$ cat config.mk
export PLATFORM = sky130hd
export DESIGN_NAME = orientation_frame_rotator
export DESIGN_NICKNAME = d
export VERILOG_FILES = /design/src/sv/ofr_pkg.sv /design/src/sv/ofr_ctrl.sv /design/src/sv/ofr_dp.sv /design/src/sv/orientation_frame_rotator.sv
export SDC_FILE = /design/constraint.sdc
export NUM_CORES = 2
export LEC_CHECK = 0
export ABC_CLOCK_PERIOD_IN_PS = 16910
export BUFFER_PORTS_ARGS = -buffer_cell sky130_fd_sc_hd__buf_2
export CAP_MARGIN = 20
export CORE_ASPECT_RATIO = 1.25
export CORE_MARGIN = 10
export CORE_UTILIZATION = 40
export CTS_BUF_LIST = sky130_fd_sc_hd__clkbuf_16
export CTS_CLUSTER_SIZE = 28
export DETAILED_ROUTE_END_ITERATION = 6
export PLACE_DENSITY_LB_ADDON = 0.15
export SLEW_MARGIN = 25
export SYNTH_ARGS = -nofsm -noshare
export SYNTH_HDL_FRONTEND = slang
export SYNTH_SLANG_ARGS = --single-unit
$ cat constraint.sdc
create_clock -name clk -period 16.91 [get_ports clk]
set_input_delay 1.691 -clock clk [delete_from_list [all_inputs] [get_ports clk]]
set_output_delay 1.691 -clock clk [all_outputs]
set_load 0.1 [all_outputs]
$ cat src/sv/ofr_pkg.sv
`timescale 1ns / 1ps
// Shared types, constants and tables for the orientation frame rotator.
package ofr_pkg;

    // Defaults for the top-level parameters
    localparam int CORDIC_STEPS_DEF = 16;
    localparam int FRAC_BITS_DEF    = 14;

    // Arctangent table length and step counter width
    localparam int TABLE_LEN = 24;
    localparam int IDX_W     = $clog2(TABLE_LEN);

    // Component and arithmetic widths
    localparam int COMP_W  = 16;
    localparam int ANGLE_IN_W = 17;
    localparam int ANGLE_W = 18;
    localparam int MAG_W   = 14;
    localparam int CW      = 34;
    localparam int PROD_W  = COMP_W + CW;
    localparam int SUM_W   = PROD_W + 2;
    localparam int Q_SHIFT = 30;
    localparam int RND_W   = SUM_W - Q_SHIFT;

    // Angle units: 1/128 degree
    localparam logic signed [ANGLE_W-1:0] ANG_TURN    = 18'sd46080;
    localparam logic signed [ANGLE_W-1:0] ANG_HALF    = 18'sd23040;
    localparam logic signed [ANGLE_W-1:0] ANG_QUARTER = 18'sd11520;

    // Degrees to Q2.30 radians: mag * pi_q30 / 23040 split as
    // mag * PI_INT + (mag * PI_REM) / 23040, and / 23040 as >> 9 then / 45
    localparam int PI_INT_W    = 18;
    localparam int PI_REM_W    = 15;
    localparam int RECIP_W     = 20;
    localparam logic [PI_INT_W-1:0] PI_INT  = 18'd146408;
    localparam logic [PI_REM_W-1:0] PI_REM  = 15'd19106;
    localparam logic [RECIP_W-1:0]  RECIP45 = 20'd745655;
    localparam int PA_W        = 32;
    localparam int PB_W        = 28;
    localparam int DIV_SHIFT   = 9;
    localparam int PBH_W       = PB_W - DIV_SHIFT;
    localparam int RQ_W        = PBH_W + RECIP_W;
    localparam int RECIP_SHIFT = 25;
    localparam int Q_W         = RQ_W - RECIP_SHIFT;

    localparam logic signed [CW-1:0] INV_GAIN = CW'(652032874);

    // Rotation sequencer: four products per component, three components
    localparam int ROT_LAST = 12;

    // Operation codes
    localparam logic [1:0] MODE_YAW   = 2'd0;
    localparam logic [1:0] MODE_PITCH = 2'd1;
    localparam logic [1:0] MODE_ROLL  = 2'd2;
    localparam logic [1:0] MODE_RESET = 2'd3;

    // Basis vector slots in the frame
    localparam logic [1:0] VEC_RIGHT = 2'd0;
    localparam logic [1:0] VEC_UP    = 2'd1;
    localparam logic [1:0] VEC_FRONT = 2'd2;

    typedef logic [2:0][COMP_W-1:0] vec_t;
    typedef logic [2:0][2:0][COMP_W-1:0] frame_t;

    typedef struct packed {
        logic             capture;
        logic             wrap;
        logic             fold;
        logic             conv1;
        logic             conv2;
        logic             conv3;
        logic             cordic_step;
        logic             trig;
        logic             mul_en;
        logic             acc_en;
        logic             load_id;
        logic             out_load;
        logic [1:0]       mode;
        logic [IDX_W-1:0] idx;
    } ofr_cmd_t;

    typedef struct packed {
        logic wrap_done;
    } ofr_status_t;

    function automatic logic signed [CW-1:0] atan_q30(input logic [IDX_W-1:0] i);
        logic signed [CW-1:0] v;
        unique case (i)
            5'd0:    v = CW'(843314857);
            5'd1:    v = CW'(497837829);
            5'd2:    v = CW'(263043837);
            5'd3:    v = CW'(133525159);
            5'd4:    v = CW'(67021687);
            5'd5:    v = CW'(33543516);
            5'd6:    v = CW'(16775851);
            5'd7:    v = CW'(8388437);
            5'd8:    v = CW'(4194283);
            5'd9:    v = CW'(2097149);
            5'd10:   v = CW'(1048576);
            5'd11:   v = CW'(524288);
            5'd12:   v = CW'(262144);
            5'd13:   v = CW'(131072);
            5'd14:   v = CW'(65536);
            5'd15:   v = CW'(32768);
            5'd16:   v = CW'(16384);
            5'd17:   v = CW'(8192);
            5'd18:   v = CW'(4096);
            5'd19:   v = CW'(2048);
            5'd20:   v = CW'(1024);
            5'd21:   v = CW'(512);
            5'd22:   v = CW'(256);
            5'd23:   v = CW'(128);
            default: v = '0;
        endcase
        return v;
    endfunction

    // Fixed-point one, saturated to the component range
    function automatic logic signed [COMP_W-1:0] unit_value(input int frac_bits);
        logic signed [COMP_W-1:0] v;
        if (frac_bits >= COMP_W - 1)
        begin
            v = 16'sh7FFF;
        end
        else
        begin
            v = COMP_W'(1 << frac_bits);
        end
        return v;
    endfunction

endpackage

$ cat src/sv/ofr_ctrl.sv
`timescale 1ns / 1ps
// Sequencer for the frame rotator: handshakes, state machine and step counter.
module ofr_ctrl import ofr_pkg::*; #(
    parameter int CORDIC_STEPS = CORDIC_STEPS_DEF
) (
    input  logic        clk,
    input  logic        rst_n,
    input  logic        in_valid,
    output logic        in_ready,
    input  logic [1:0]  mode,
    output logic        out_valid,
    input  logic        out_ready,
    input  ofr_status_t status,
    output ofr_cmd_t    cmd
);

    localparam int STEPS = (CORDIC_STEPS > TABLE_LEN) ? TABLE_LEN : CORDIC_STEPS;

    localparam logic [3:0] S_IDLE   = 4'd0;
    localparam logic [3:0] S_WRAP   = 4'd1;
    localparam logic [3:0] S_FOLD   = 4'd2;
    localparam logic [3:0] S_CONV1  = 4'd3;
    localparam logic [3:0] S_CONV2  = 4'd4;
    localparam logic [3:0] S_CONV3  = 4'd5;
    localparam logic [3:0] S_CORDIC = 4'd6;
    localparam logic [3:0] S_TRIG   = 4'd7;
    localparam logic [3:0] S_ROT    = 4'd8;
    localparam logic [3:0] S_DONE   = 4'd9;

    logic [3:0]       state_reg, state_next;
    logic [IDX_W-1:0] idx_reg, idx_next;
    logic [1:0]       mode_reg, mode_next;
    logic             out_valid_reg, out_valid_next;

    assign in_ready  = (state_reg == S_IDLE);
    assign out_valid = out_valid_reg;

    always_comb
    begin
        cmd        = '0;
        cmd.mode   = mode_reg;
        cmd.idx    = idx_reg;
        state_next = state_reg;
        idx_next   = idx_reg;
        mode_next  = mode_reg;

        unique case (state_reg)
            S_IDLE:
            begin
                if (in_valid)
                begin
                    cmd.capture = 1'b1;
                    mode_next   = mode;
                    if (mode == MODE_RESET)
                    begin
                        cmd.load_id = 1'b1;
                        state_next  = S_DONE;
                    end
                    else
                    begin
                        state_next = S_WRAP;
                    end
                end
            end
            S_WRAP:
            begin
                cmd.wrap = 1'b1;
                if (status.wrap_done)
                begin
                    state_next = S_FOLD;
                end
            end
            S_FOLD:
            begin
                cmd.fold   = 1'b1;
                state_next = S_CONV1;
            end
            S_CONV1:
            begin
                cmd.conv1  = 1'b1;
                state_next = S_CONV2;
            end
            S_CONV2:
            begin
                cmd.conv2  = 1'b1;
                state_next = S_CONV3;
            end
            S_CONV3:
            begin
                cmd.conv3  = 1'b1;
                idx_next   = '0;
                state_next = S_CORDIC;
            end
            S_CORDIC:
            begin
                cmd.cordic_step = 1'b1;
                if (idx_reg == IDX_W'(STEPS - 1))
                begin
                    idx_next   = '0;
                    state_next = S_TRIG;
                end
                else
                begin
                    idx_next = idx_reg + 1'b1;
                end
            end
            S_TRIG:
            begin
                cmd.trig   = 1'b1;
                idx_next   = '0;
                state_next = S_ROT;
            end
            S_ROT:
            begin
                cmd.mul_en = (idx_reg < IDX_W'(ROT_LAST));
                cmd.acc_en = (idx_reg != '0);
                if (idx_reg == IDX_W'(ROT_LAST))
                begin
                    state_next = S_DONE;
                end
                else
                begin
                    idx_next = idx_reg + 1'b1;
                end
            end
            S_DONE:
            begin
                if (!out_valid_reg || out_ready)
                begin
                    cmd.out_load = 1'b1;
                    state_next   = S_IDLE;
                end
            end
            default:
            begin
                state_next = S_IDLE;
            end
        endcase
    end

    always_comb
    begin
        if (cmd.out_load)
        begin
            out_valid_next = 1'b1;
        end
        else if (out_ready)
        begin
            out_valid_next = 1'b0;
        end
        else
        begin
            out_valid_next = out_valid_reg;
        end
    end

    always_ff @(posedge clk or negedge rst_n)
    begin
        if (!rst_n)
        begin
            state_reg     <= S_IDLE;
            idx_reg       <= '0;
            mode_reg      <= MODE_YAW;
            out_valid_reg <= 1'b0;
        end
        else
        begin
            state_reg     <= state_next;
            idx_reg       <= idx_next;
            mode_reg      <= mode_next;
            out_valid_reg <= out_valid_next;
        end
    end

endmodule

$ cat src/sv/ofr_dp.sv
`timescale 1ns / 1ps
// Datapath for the frame rotator: angle reduction, CORDIC, rotation MAC and frame.
module ofr_dp import ofr_pkg::*; #(
    parameter int FRAC_BITS = FRAC_BITS_DEF
) (
    input  logic                         clk,
    input  logic                         rst_n,
    input  logic signed [ANGLE_IN_W-1:0] angle_deg,
    input  ofr_cmd_t                     cmd,
    output ofr_status_t                  status,
    output frame_t                       out_frame
);

    localparam logic signed [COMP_W-1:0] UNIT = unit_value(FRAC_BITS);
    localparam logic signed [RND_W-1:0]  SAT_MAX = RND_W'(32767);
    localparam logic signed [RND_W-1:0]  SAT_MIN = RND_W'(-32768);
    localparam logic signed [SUM_W-1:0]  ROUND_HALF = SUM_W'(1 << (Q_SHIFT - 1));

    logic signed [ANGLE_W-1:0] angle_reg;
    logic [MAG_W-1:0]          mag_reg;
    logic                      neg_reg, flip_reg;
    logic [PA_W-1:0]           pa_reg;
    logic [PB_W-1:0]           pb_reg;
    logic [Q_W-1:0]            q_reg;
    logic signed [CW-1:0]      x_reg, y_reg, z_reg;
    vec_t                      oa_reg, ob_reg;
    logic signed [PROD_W-1:0]  prod_reg, acc_reg;
    frame_t                    frame_reg, out_reg;

    function automatic logic signed [COMP_W-1:0] pick(input vec_t v, input logic [1:0] k);
        logic signed [COMP_W-1:0] c;
        unique case (k)
            2'd0:    c = v[0];
            2'd1:    c = v[1];
            2'd2:    c = v[2];
            default: c = '0;
        endcase
        return c;
    endfunction

    function automatic logic [COMP_W-1:0] sat_comp(input logic signed [RND_W-1:0] v);
        logic [COMP_W-1:0] r;
        if (v > SAT_MAX)
        begin
            r = SAT_MAX[COMP_W-1:0];
        end
        else if (v < SAT_MIN)
        begin
            r = SAT_MIN[COMP_W-1:0];
        end
        else
        begin
            r = v[COMP_W-1:0];
        end
        return r;
    endfunction

    // Identity frame: unit x, unit y, unit z
    function automatic frame_t identity_frame();
        frame_t f;
        f               = '0;
        f[VEC_RIGHT][0] = UNIT;
        f[VEC_UP][1]    = UNIT;
        f[VEC_FRONT][2] = UNIT;
        return f;
    endfunction

    // Pair selection by operation
    logic [1:0] a_sel, b_sel;
    always_comb
    begin
        unique case (cmd.mode)
            MODE_YAW:   begin a_sel = VEC_FRONT; b_sel = VEC_RIGHT; end
            MODE_PITCH: begin a_sel = VEC_UP;    b_sel = VEC_FRONT; end
            MODE_ROLL:  begin a_sel = VEC_UP;    b_sel = VEC_RIGHT; end
            MODE_RESET: begin a_sel = VEC_UP;    b_sel = VEC_RIGHT; end
        endcase
    end

    // Bring the angle into (-180, +180] degrees, one turn per cycle
    logic signed [ANGLE_W-1:0] wrap_val;
    assign status.wrap_done = (angle_reg <= ANG_HALF) && (angle_reg > -ANG_HALF);
    always_comb
    begin
        priority if (angle_reg > ANG_HALF)
        begin
            wrap_val = angle_reg - ANG_TURN;
        end
        else if (angle_reg <= -ANG_HALF)
        begin
            wrap_val = angle_reg + ANG_TURN;
        end
        else
        begin
            wrap_val = angle_reg;
        end
    end

    // Fold into [-90, +90] degrees and split sign and magnitude
    logic signed [ANGLE_W-1:0] fold_val, fold_abs;
    logic                      fold_flip;
    always_comb
    begin
        priority if (angle_reg > ANG_QUARTER)
        begin
            fold_val  = ANG_HALF - angle_reg;
            fold_flip = 1'b1;
        end
        else if (angle_reg < -ANG_QUARTER)
        begin
            fold_val  = -ANG_HALF - angle_reg;
            fold_flip = 1'b1;
        end
        else
        begin
            fold_val  = angle_reg;
            fold_flip = 1'b0;
        end
        fold_abs = fold_val[ANGLE_W-1] ? -fold_val : fold_val;
    end

    // Radian conversion pieces
    logic [PBH_W-1:0]     pb_hi;
    logic [RQ_W-1:0]      q_prod;
    logic [PA_W-1:0]      z_sum;
    logic signed [CW-1:0] z_pos;
    assign pb_hi  = pb_reg[PB_W-1:DIV_SHIFT];
    assign q_prod = RQ_W'(pb_hi) * RQ_W'(RECIP45);
    assign z_sum  = pa_reg + PA_W'(q_reg);
    assign z_pos  = CW'(z_sum);

    // CORDIC micro-rotation
    logic signed [CW-1:0] x_sh, y_sh, atan_i;
    assign x_sh   = x_reg >>> cmd.idx;
    assign y_sh   = y_reg >>> cmd.idx;
    assign atan_i = atan_q30(cmd.idx);

    // Rotation MAC: product j is component j/4, role j%4
    logic [1:0]               mk, mrole, pk, prole;
    logic [IDX_W-1:0]         pidx;
    logic signed [COMP_W-1:0] op_comp;
    logic signed [CW-1:0]     op_trig;
    logic signed [SUM_W-1:0]  mac_sum;
    logic signed [RND_W-1:0]  mac_rnd;
    logic [COMP_W-1:0]        mac_sat;

    assign mk    = cmd.idx[3:2];
    assign mrole = cmd.idx[1:0];
    assign pidx  = cmd.idx - 1'b1;
    assign pk    = pidx[3:2];
    assign prole = pidx[1:0];

    always_comb
    begin
        op_comp = (mrole == 2'd0 || mrole == 2'd3) ? pick(oa_reg, mk) : pick(ob_reg, mk);
        op_trig = (mrole == 2'd0 || mrole == 2'd2) ? x_reg : y_reg;
        if (prole == 2'd3)
        begin
            mac_sum = SUM_W'(acc_reg) - SUM_W'(prod_reg) + ROUND_HALF;
        end
        else
        begin
            mac_sum = SUM_W'(acc_reg) + SUM_W'(prod_reg) + ROUND_HALF;
        end
        mac_rnd = mac_sum[SUM_W-1:Q_SHIFT];
        mac_sat = sat_comp(mac_rnd);
    end

    // Working registers
    always_ff @(posedge clk)
    begin
        if (cmd.capture)
        begin
            angle_reg <= ANGLE_W'(angle_deg);
        end
        else if (cmd.wrap)
        begin
            angle_reg <= wrap_val;
        end

        if (cmd.fold)
        begin
            mag_reg  <= fold_abs[MAG_W-1:0];
            neg_reg  <= fold_val[ANGLE_W-1];
            flip_reg <= fold_flip;
        end

        if (cmd.conv1)
        begin
            pa_reg <= PA_W'(mag_reg) * PA_W'(PI_INT);
            pb_reg <= PB_W'(mag_reg) * PB_W'(PI_REM);
        end

        if (cmd.conv2)
        begin
            q_reg <= q_prod[RQ_W-1:RECIP_SHIFT];
        end

        if (cmd.conv3)
        begin
            z_reg <= neg_reg ? -z_pos : z_pos;
            x_reg <= INV_GAIN;
            y_reg <= '0;
        end
        else if (cmd.cordic_step)
        begin
            if (!z_reg[CW-1])
            begin
                x_reg <= x_reg - y_sh;
                y_reg <= y_reg + x_sh;
                z_reg <= z_reg - atan_i;
            end
            else
            begin
                x_reg <= x_reg + y_sh;
                y_reg <= y_reg - x_sh;
                z_reg <= z_reg + atan_i;
            end
        end
        else if (cmd.trig && flip_reg)
        begin
            x_reg <= -x_reg;
        end

        if (cmd.trig)
        begin
            oa_reg <= frame_reg[a_sel];
            ob_reg <= frame_reg[b_sel];
        end

        if (cmd.mul_en)
        begin
            prod_reg <= op_comp * op_trig;
        end

        if (cmd.acc_en && (prole == 2'd0 || prole == 2'd2))
        begin
            acc_reg <= prod_reg;
        end

        if (cmd.out_load)
        begin
            out_reg <= frame_reg;
        end
    end

    // Frame state
    always_ff @(posedge clk or negedge rst_n)
    begin
        if (!rst_n)
        begin
            frame_reg <= identity_frame();
        end
        else if (cmd.load_id)
        begin
            frame_reg <= identity_frame();
        end
        else if (cmd.acc_en && prole == 2'd1)
        begin
            frame_reg[a_sel][pk] <= mac_sat;
        end
        else if (cmd.acc_en && prole == 2'd3)
        begin
            frame_reg[b_sel][pk] <= mac_sat;
        end
    end

    assign out_frame = out_reg;

endmodule

$ cat src/sv/orientation_frame_rotator.sv
`timescale 1ns / 1ps
// Top level of the orientation frame rotator: controller, datapath and port wiring.
//
// Holds an orientation frame of three basis vectors (right, up, front), each with
// three signed Q1.14 components, and applies one command per input item: yaw
// (front/right), pitch (up/front) or roll (up/right) by a signed angle in 1/128
// degree, or reset to identity. A rotation turns the pair as a' = a*cos + b*sin,
// b' = b*cos - a*sin, rounds half up and saturates each component to 16 bits;
// there is no renormalization, so small drift accumulates. Every item returns
// the whole frame as one result. One item is in work at a time. A rotation passes
// through angle wrap, fold and degree-to-radian conversion, the sine/cosine
// CORDIC (one micro-rotation per cycle), a step that fixes the cosine sign and
// latches the old pair, the single 16x34 multiplier that forms the twelve
// products, and the load of the output register; a reset command goes straight
// to that load. The load waits while an earlier result is still held. The
// result sits in its own output register, so the next item is taken while it
// waits.
module orientation_frame_rotator import ofr_pkg::*; #(
    parameter int CORDIC_STEPS = CORDIC_STEPS_DEF,
    parameter int FRAC_BITS    = FRAC_BITS_DEF
) (
    input  logic                         clk,
    input  logic                         rst_n,
    input  logic                         in_valid,
    output logic                         in_ready,
    input  logic [1:0]                   mode,
    input  logic signed [ANGLE_IN_W-1:0] angle_deg,
    output logic                         out_valid,
    input  logic                         out_ready,
    output logic signed [COMP_W-1:0]     right_x,
    output logic signed [COMP_W-1:0]     right_y,
    output logic signed [COMP_W-1:0]     right_z,
    output logic signed [COMP_W-1:0]     up_x,
    output logic signed [COMP_W-1:0]     up_y,
    output logic signed [COMP_W-1:0]     up_z,
    output logic signed [COMP_W-1:0]     front_x,
    output logic signed [COMP_W-1:0]     front_y,
    output logic signed [COMP_W-1:0]     front_z
);

    ofr_cmd_t    cmd;
    ofr_status_t status;
    frame_t      out_frame;

    // Sequencer: owns both handshakes and steps the datapath
    ofr_ctrl #(
        .CORDIC_STEPS(CORDIC_STEPS)
    ) u_ctrl (
        .clk       (clk),
        .rst_n     (rst_n),
        .in_valid  (in_valid),
        .in_ready  (in_ready),
        .mode      (mode),
        .out_valid (out_valid),
        .out_ready (out_ready),
        .status    (status),
        .cmd       (cmd)
    );

    // Datapath: angle reduction, CORDIC, rotation MAC, frame and output register
    ofr_dp #(
        .FRAC_BITS(FRAC_BITS)
    ) u_dp (
        .clk       (clk),
        .rst_n     (rst_n),
        .angle_deg (angle_deg),
        .cmd       (cmd),
        .status    (status),
        .out_frame (out_frame)
    );

    // Unpack the held frame onto the result ports
    assign right_x = out_frame[VEC_RIGHT][0];
    assign right_y = out_frame[VEC_RIGHT][1];
    assign right_z = out_frame[VEC_RIGHT][2];
    assign up_x    = out_frame[VEC_UP][0];
    assign up_y    = out_frame[VEC_UP][1];
    assign up_z    = out_frame[VEC_UP][2];
    assign front_x = out_frame[VEC_FRONT][0];
    assign front_y = out_frame[VEC_FRONT][1];
    assign front_z = out_frame[VEC_FRONT][2];

    // Once an item is taken, hold off the next one until the work is through
    a_busy_after_accept: assert property (@(posedge clk) disable iff (!rst_n)
        in_valid && in_ready |=> !in_ready)
        else $error("input taken again right after an accept");

    // Never overwrite a result that is still waiting to be taken
    a_no_overwrite: assert property (@(posedge clk) disable iff (!rst_n)
        cmd.out_load |-> (!out_valid || out_ready))
        else $error("output register loaded while a result is pending");

    // The frame is never reset and rotated in the same cycle
    a_id_excl: assert property (@(posedge clk) disable iff (!rst_n)
        cmd.load_id |-> !(cmd.mul_en || cmd.acc_en || cmd.cordic_step))
        else $error("identity load overlaps rotation work");

    // A result appears in the cycle after the output register is loaded
    a_result_follows_load: assert property (@(posedge clk) disable iff (!rst_n)
        cmd.out_load |=> out_valid)
        else $error("output load did not raise out_valid");

endmodule
==> out/summary.txt <==
===========================================================================================
Run status                                                                     finished, final reports clean
Post-cts gate resize count                                                                0
Starting density of the core                                                         0.4013
Gp weighted congestion                                                               0.9367
Topmost layer with routed signal wires                                                 met5
Cell with the most instances after synthesis                                   sky130_fd_sc_hd__inv_1
Final Max Tran Viols                                                                      0
Transition time at the pin with the least slew margin                               1048 ps
Length of routed met2 wiring                                                     120,600 µm
CTS tree                                                                               done
Vias                                                                                 56,320
Clk Latency, worst-skew pair                                                         730 ps
Number of I/O pins                                                                      169
Gate count after technology mapping                                                   7,661
Global-route usage over all layers                                                   0.2267
H-tree levels                                                                             3
Placement Rows                                                                          177
Count of buffers from port buffering                                                    168
Netlist area before placement                                                    74,480 µm²
Master of the slowest instance on the critical path                            sky130_fd_sc_hd__dfrtp_4
Longest individual stage delay on the worst path                                     650 ps
Post-Route Skew                                                                    41.70 ps
Sequential cell area fraction in the yosys report                                    0.2603
Async set or reset register ratio after synthesis                                    0.2248
Dominant cells by area after synthesis                                         sky130_fd_sc_hd__fa_1 20%, sky130_fd_sc_hd__edfxtp_1 19%, sky130_fd_sc_hd__ha_1 11%
Root cell of the clock tree                                                    sky130_fd_sc_hd__clkbuf_16
Initial antenna violation count                                                          13
Number of synthesis warnings                                                              0
Share of post-route cells with drive strength above 1                               0.09504
Post-route DRC                                                                            0
Total clock sinks                                                                       694
Number of endpoints failing setup at the final stage                                      0
Number of design-rule violations left by the first detailed-router iteration          3,879
Main synth FF type                                                             sky130_fd_sc_hd__edfxtp_1
Fin Hold WS                                                                        470.9 ps
Crit path max fanout                                                                     47
Number of max-cap violations                                                              0
Synthesized area per cell                                                         9.721 µm²
Via count of the first global-routing pass                                           59,140
Arr. time, crit path                                                              10,560 ps
Fmax                                                                            0.09905 GHz
Post-route setup TNS                                                                   0 ps
Number of iterations in the first detailed-routing pass                                   6
RSZ-0062 raised after global routing                                                  false
EDFF count, synth                                                                       470
Buffer depth of the longest clock path                                                    3
Post-synth top cells                                                           1,127 x sky130_fd_sc_hd__inv_1, 808 x sky130_fd_sc_hd__nand2_1, 751 x sky130_fd_sc_hd__fa_1
Antenna-violating nets left                                                               0
Detail-routed net length per standard cell                                         22.84 µm
Metal-1 WL                                                                        88,380 µm
Flip-flop and latch count after synthesis                                               694
Launching element type of the critical path                                        register
Post-layout net count                                                                 9,129
Synthesis-to-layout area growth                                                      8.602%
Total congestion overflow                                                                 0
Endpoint class of the critical path                                                register
Clock-pin transition on the worst setup and hold timing paths                         60 ps
HPWL after detailed placement                                                    185,900 µm
Worst rel slew slack                                                                 0.2817
Global-route wire length before repair                                           357,100 µm
Vias per std cell                                                                     5.530
Final Hold Violating Endpoints                                                            0
Buffers inserted during post-CTS setup optimization                                       0
WP data required                                                                  17,370 ps
Met3 Wirelength                                                                   12,820 µm
Vertical die dimension                                                             502.4 µm
Mapped Nets                                                                           9,095
Die area                                                                        204,000 µm²
Min Clock Period, post-route                                                      10,100 ps
Largest net degree at the start of global routing                                        95
Category of the most critical setup path                                       register to register
Netlist cell types                                                                      102
Share of Yosys cell area claimed by the top area cell type                           0.2019
Top cell type by total area after synthesis                                    sky130_fd_sc_hd__fa_1
Final worst path period share                                                        0.5970
Total core area                                                                 185,600 µm²
CTS Buf Count                                                                            82
Total Routed Length                                                              232,600 µm
Post-CTS Hold Fix Bufs                                                                    0
Hold Crit Class                                                                register to register
Chip width                                                                         405.9 µm
===========================================================================================
-- final timing paths --
path / start / endpoint / slack (ps) / cells after the start
setup / recovery: u_ctrl.idx_reg[0]$_DFFE_PN0P_ / u_dp.prod_reg[47]$_DFFE_PP_ / 6810 / 31
setup reg to reg: u_ctrl.idx_reg[0]$_DFFE_PN0P_ / u_dp.prod_reg[47]$_DFFE_PP_ / 6810 / 31
hold / removal: u_dp.frame_reg[15]$_DFFE_PN0P_ / u_dp.out_frame[15]$_DFFE_PP_ / 470 / 0
hold reg to reg: u_dp.frame_reg[15]$_DFFE_PN0P_ / u_dp.out_frame[15]$_DFFE_PP_ / 470 / 0
min in group asynchronous: rst_n / u_dp.frame_reg[110]$_DFFE_PN0P_ / 1050 / 1
max in group asynchronous: rst_n / u_ctrl.idx_reg[2]$_DFFE_PN0P_ / 14290 / 2
-- cells by family after synthesis --
family,count (synthesis),share of synthesized area
AND/OR/NAND/NOR,1997,0.1216
buffers and inverters,1442,0.07426
adder cells (fa/ha/maj),1411,0.3128
AO/OA/AOI/OAI,1310,0.1135
flip-flops,694,0.2603
XOR/XNOR,479,0.05633
multiplexers,328,0.06134
-- stage by stage --
step | instances | setup slack [ps] | utilization | area, µm²
4_1_cts | 10180 | 6753 | 0.4357 | 80860
3_5_place_dp | 10030 | 6764 | 0.4199 | 77930
6_report | 10190 | 6814 | 0.4358 | 80880
2_1_floorplan | 7661 | 6396 | - | 74480
3_3_place_gp | 10030 | 6946 | 0.4199 | 77920
5_1_grt | 10190 | 6256 | 0.4358 | 80880
-- per-layer routing --
metal | up-vias | global-route usage
met5 | - | 0
met4 | 4 | 0.09387
met3 | 440 | 0.03101
met2 | 1708 | 0.4140
met1 | 28240 | 0.2650
li1 | 25930 | -
-- critical path, delay by kind of cell, from the launching register on --
| family | cells | cell delay [ps] |
|---|---|---|
| fa+ha+maj | 8 | 3890 |
| compound gates | 13 | 3270 |
| buf+inv | 6 | 1400 |
| flops | 1 | 650 |
| simple gates | 2 | 240 |
| mux | 1 | 210 |
| xor+xnor | 1 | 110 |
-- cell usage in the layout (no fill, tap or decap), drive strengths merged, types with 38 or more instances in the layout --
cell / instances
nand4: 38
nor3: 109
mux4: 87
o21a: 56
edfxtp: 470
fa: 751
dfrtp: 153
nand2b: 59
and2: 65
a21oi: 402
o21ai: 262
nor2: 543
nand3: 94
o211ai: 104
buf: 262
a21o: 109
a221o: 58
inv: 1146
xnor2: 314
and3: 83
xor2: 165
ha: 660
nand2: 808
nor2b: 54
a31oi: 66
dfxtp: 68
mux2: 154
mux2i: 87
clkbuf: 87
-- cell type report --
cell class	instances	area [µm²]
Inverter	1130	4243
Sequential cell	694	19400
Clock inverter	67	752.0
Timing Repair Buffer	262	1553
Fill cell	17980	104700
Clock buffer	87	2177
Tap cell	2416	3023
Multi-Input combinational cell	5525	49730
Antenna cell	4	10.01
Power is left out: the tool's default activity adds up to more than one toggle a clock period on the data nets, which glitch-free logic cannot reach.
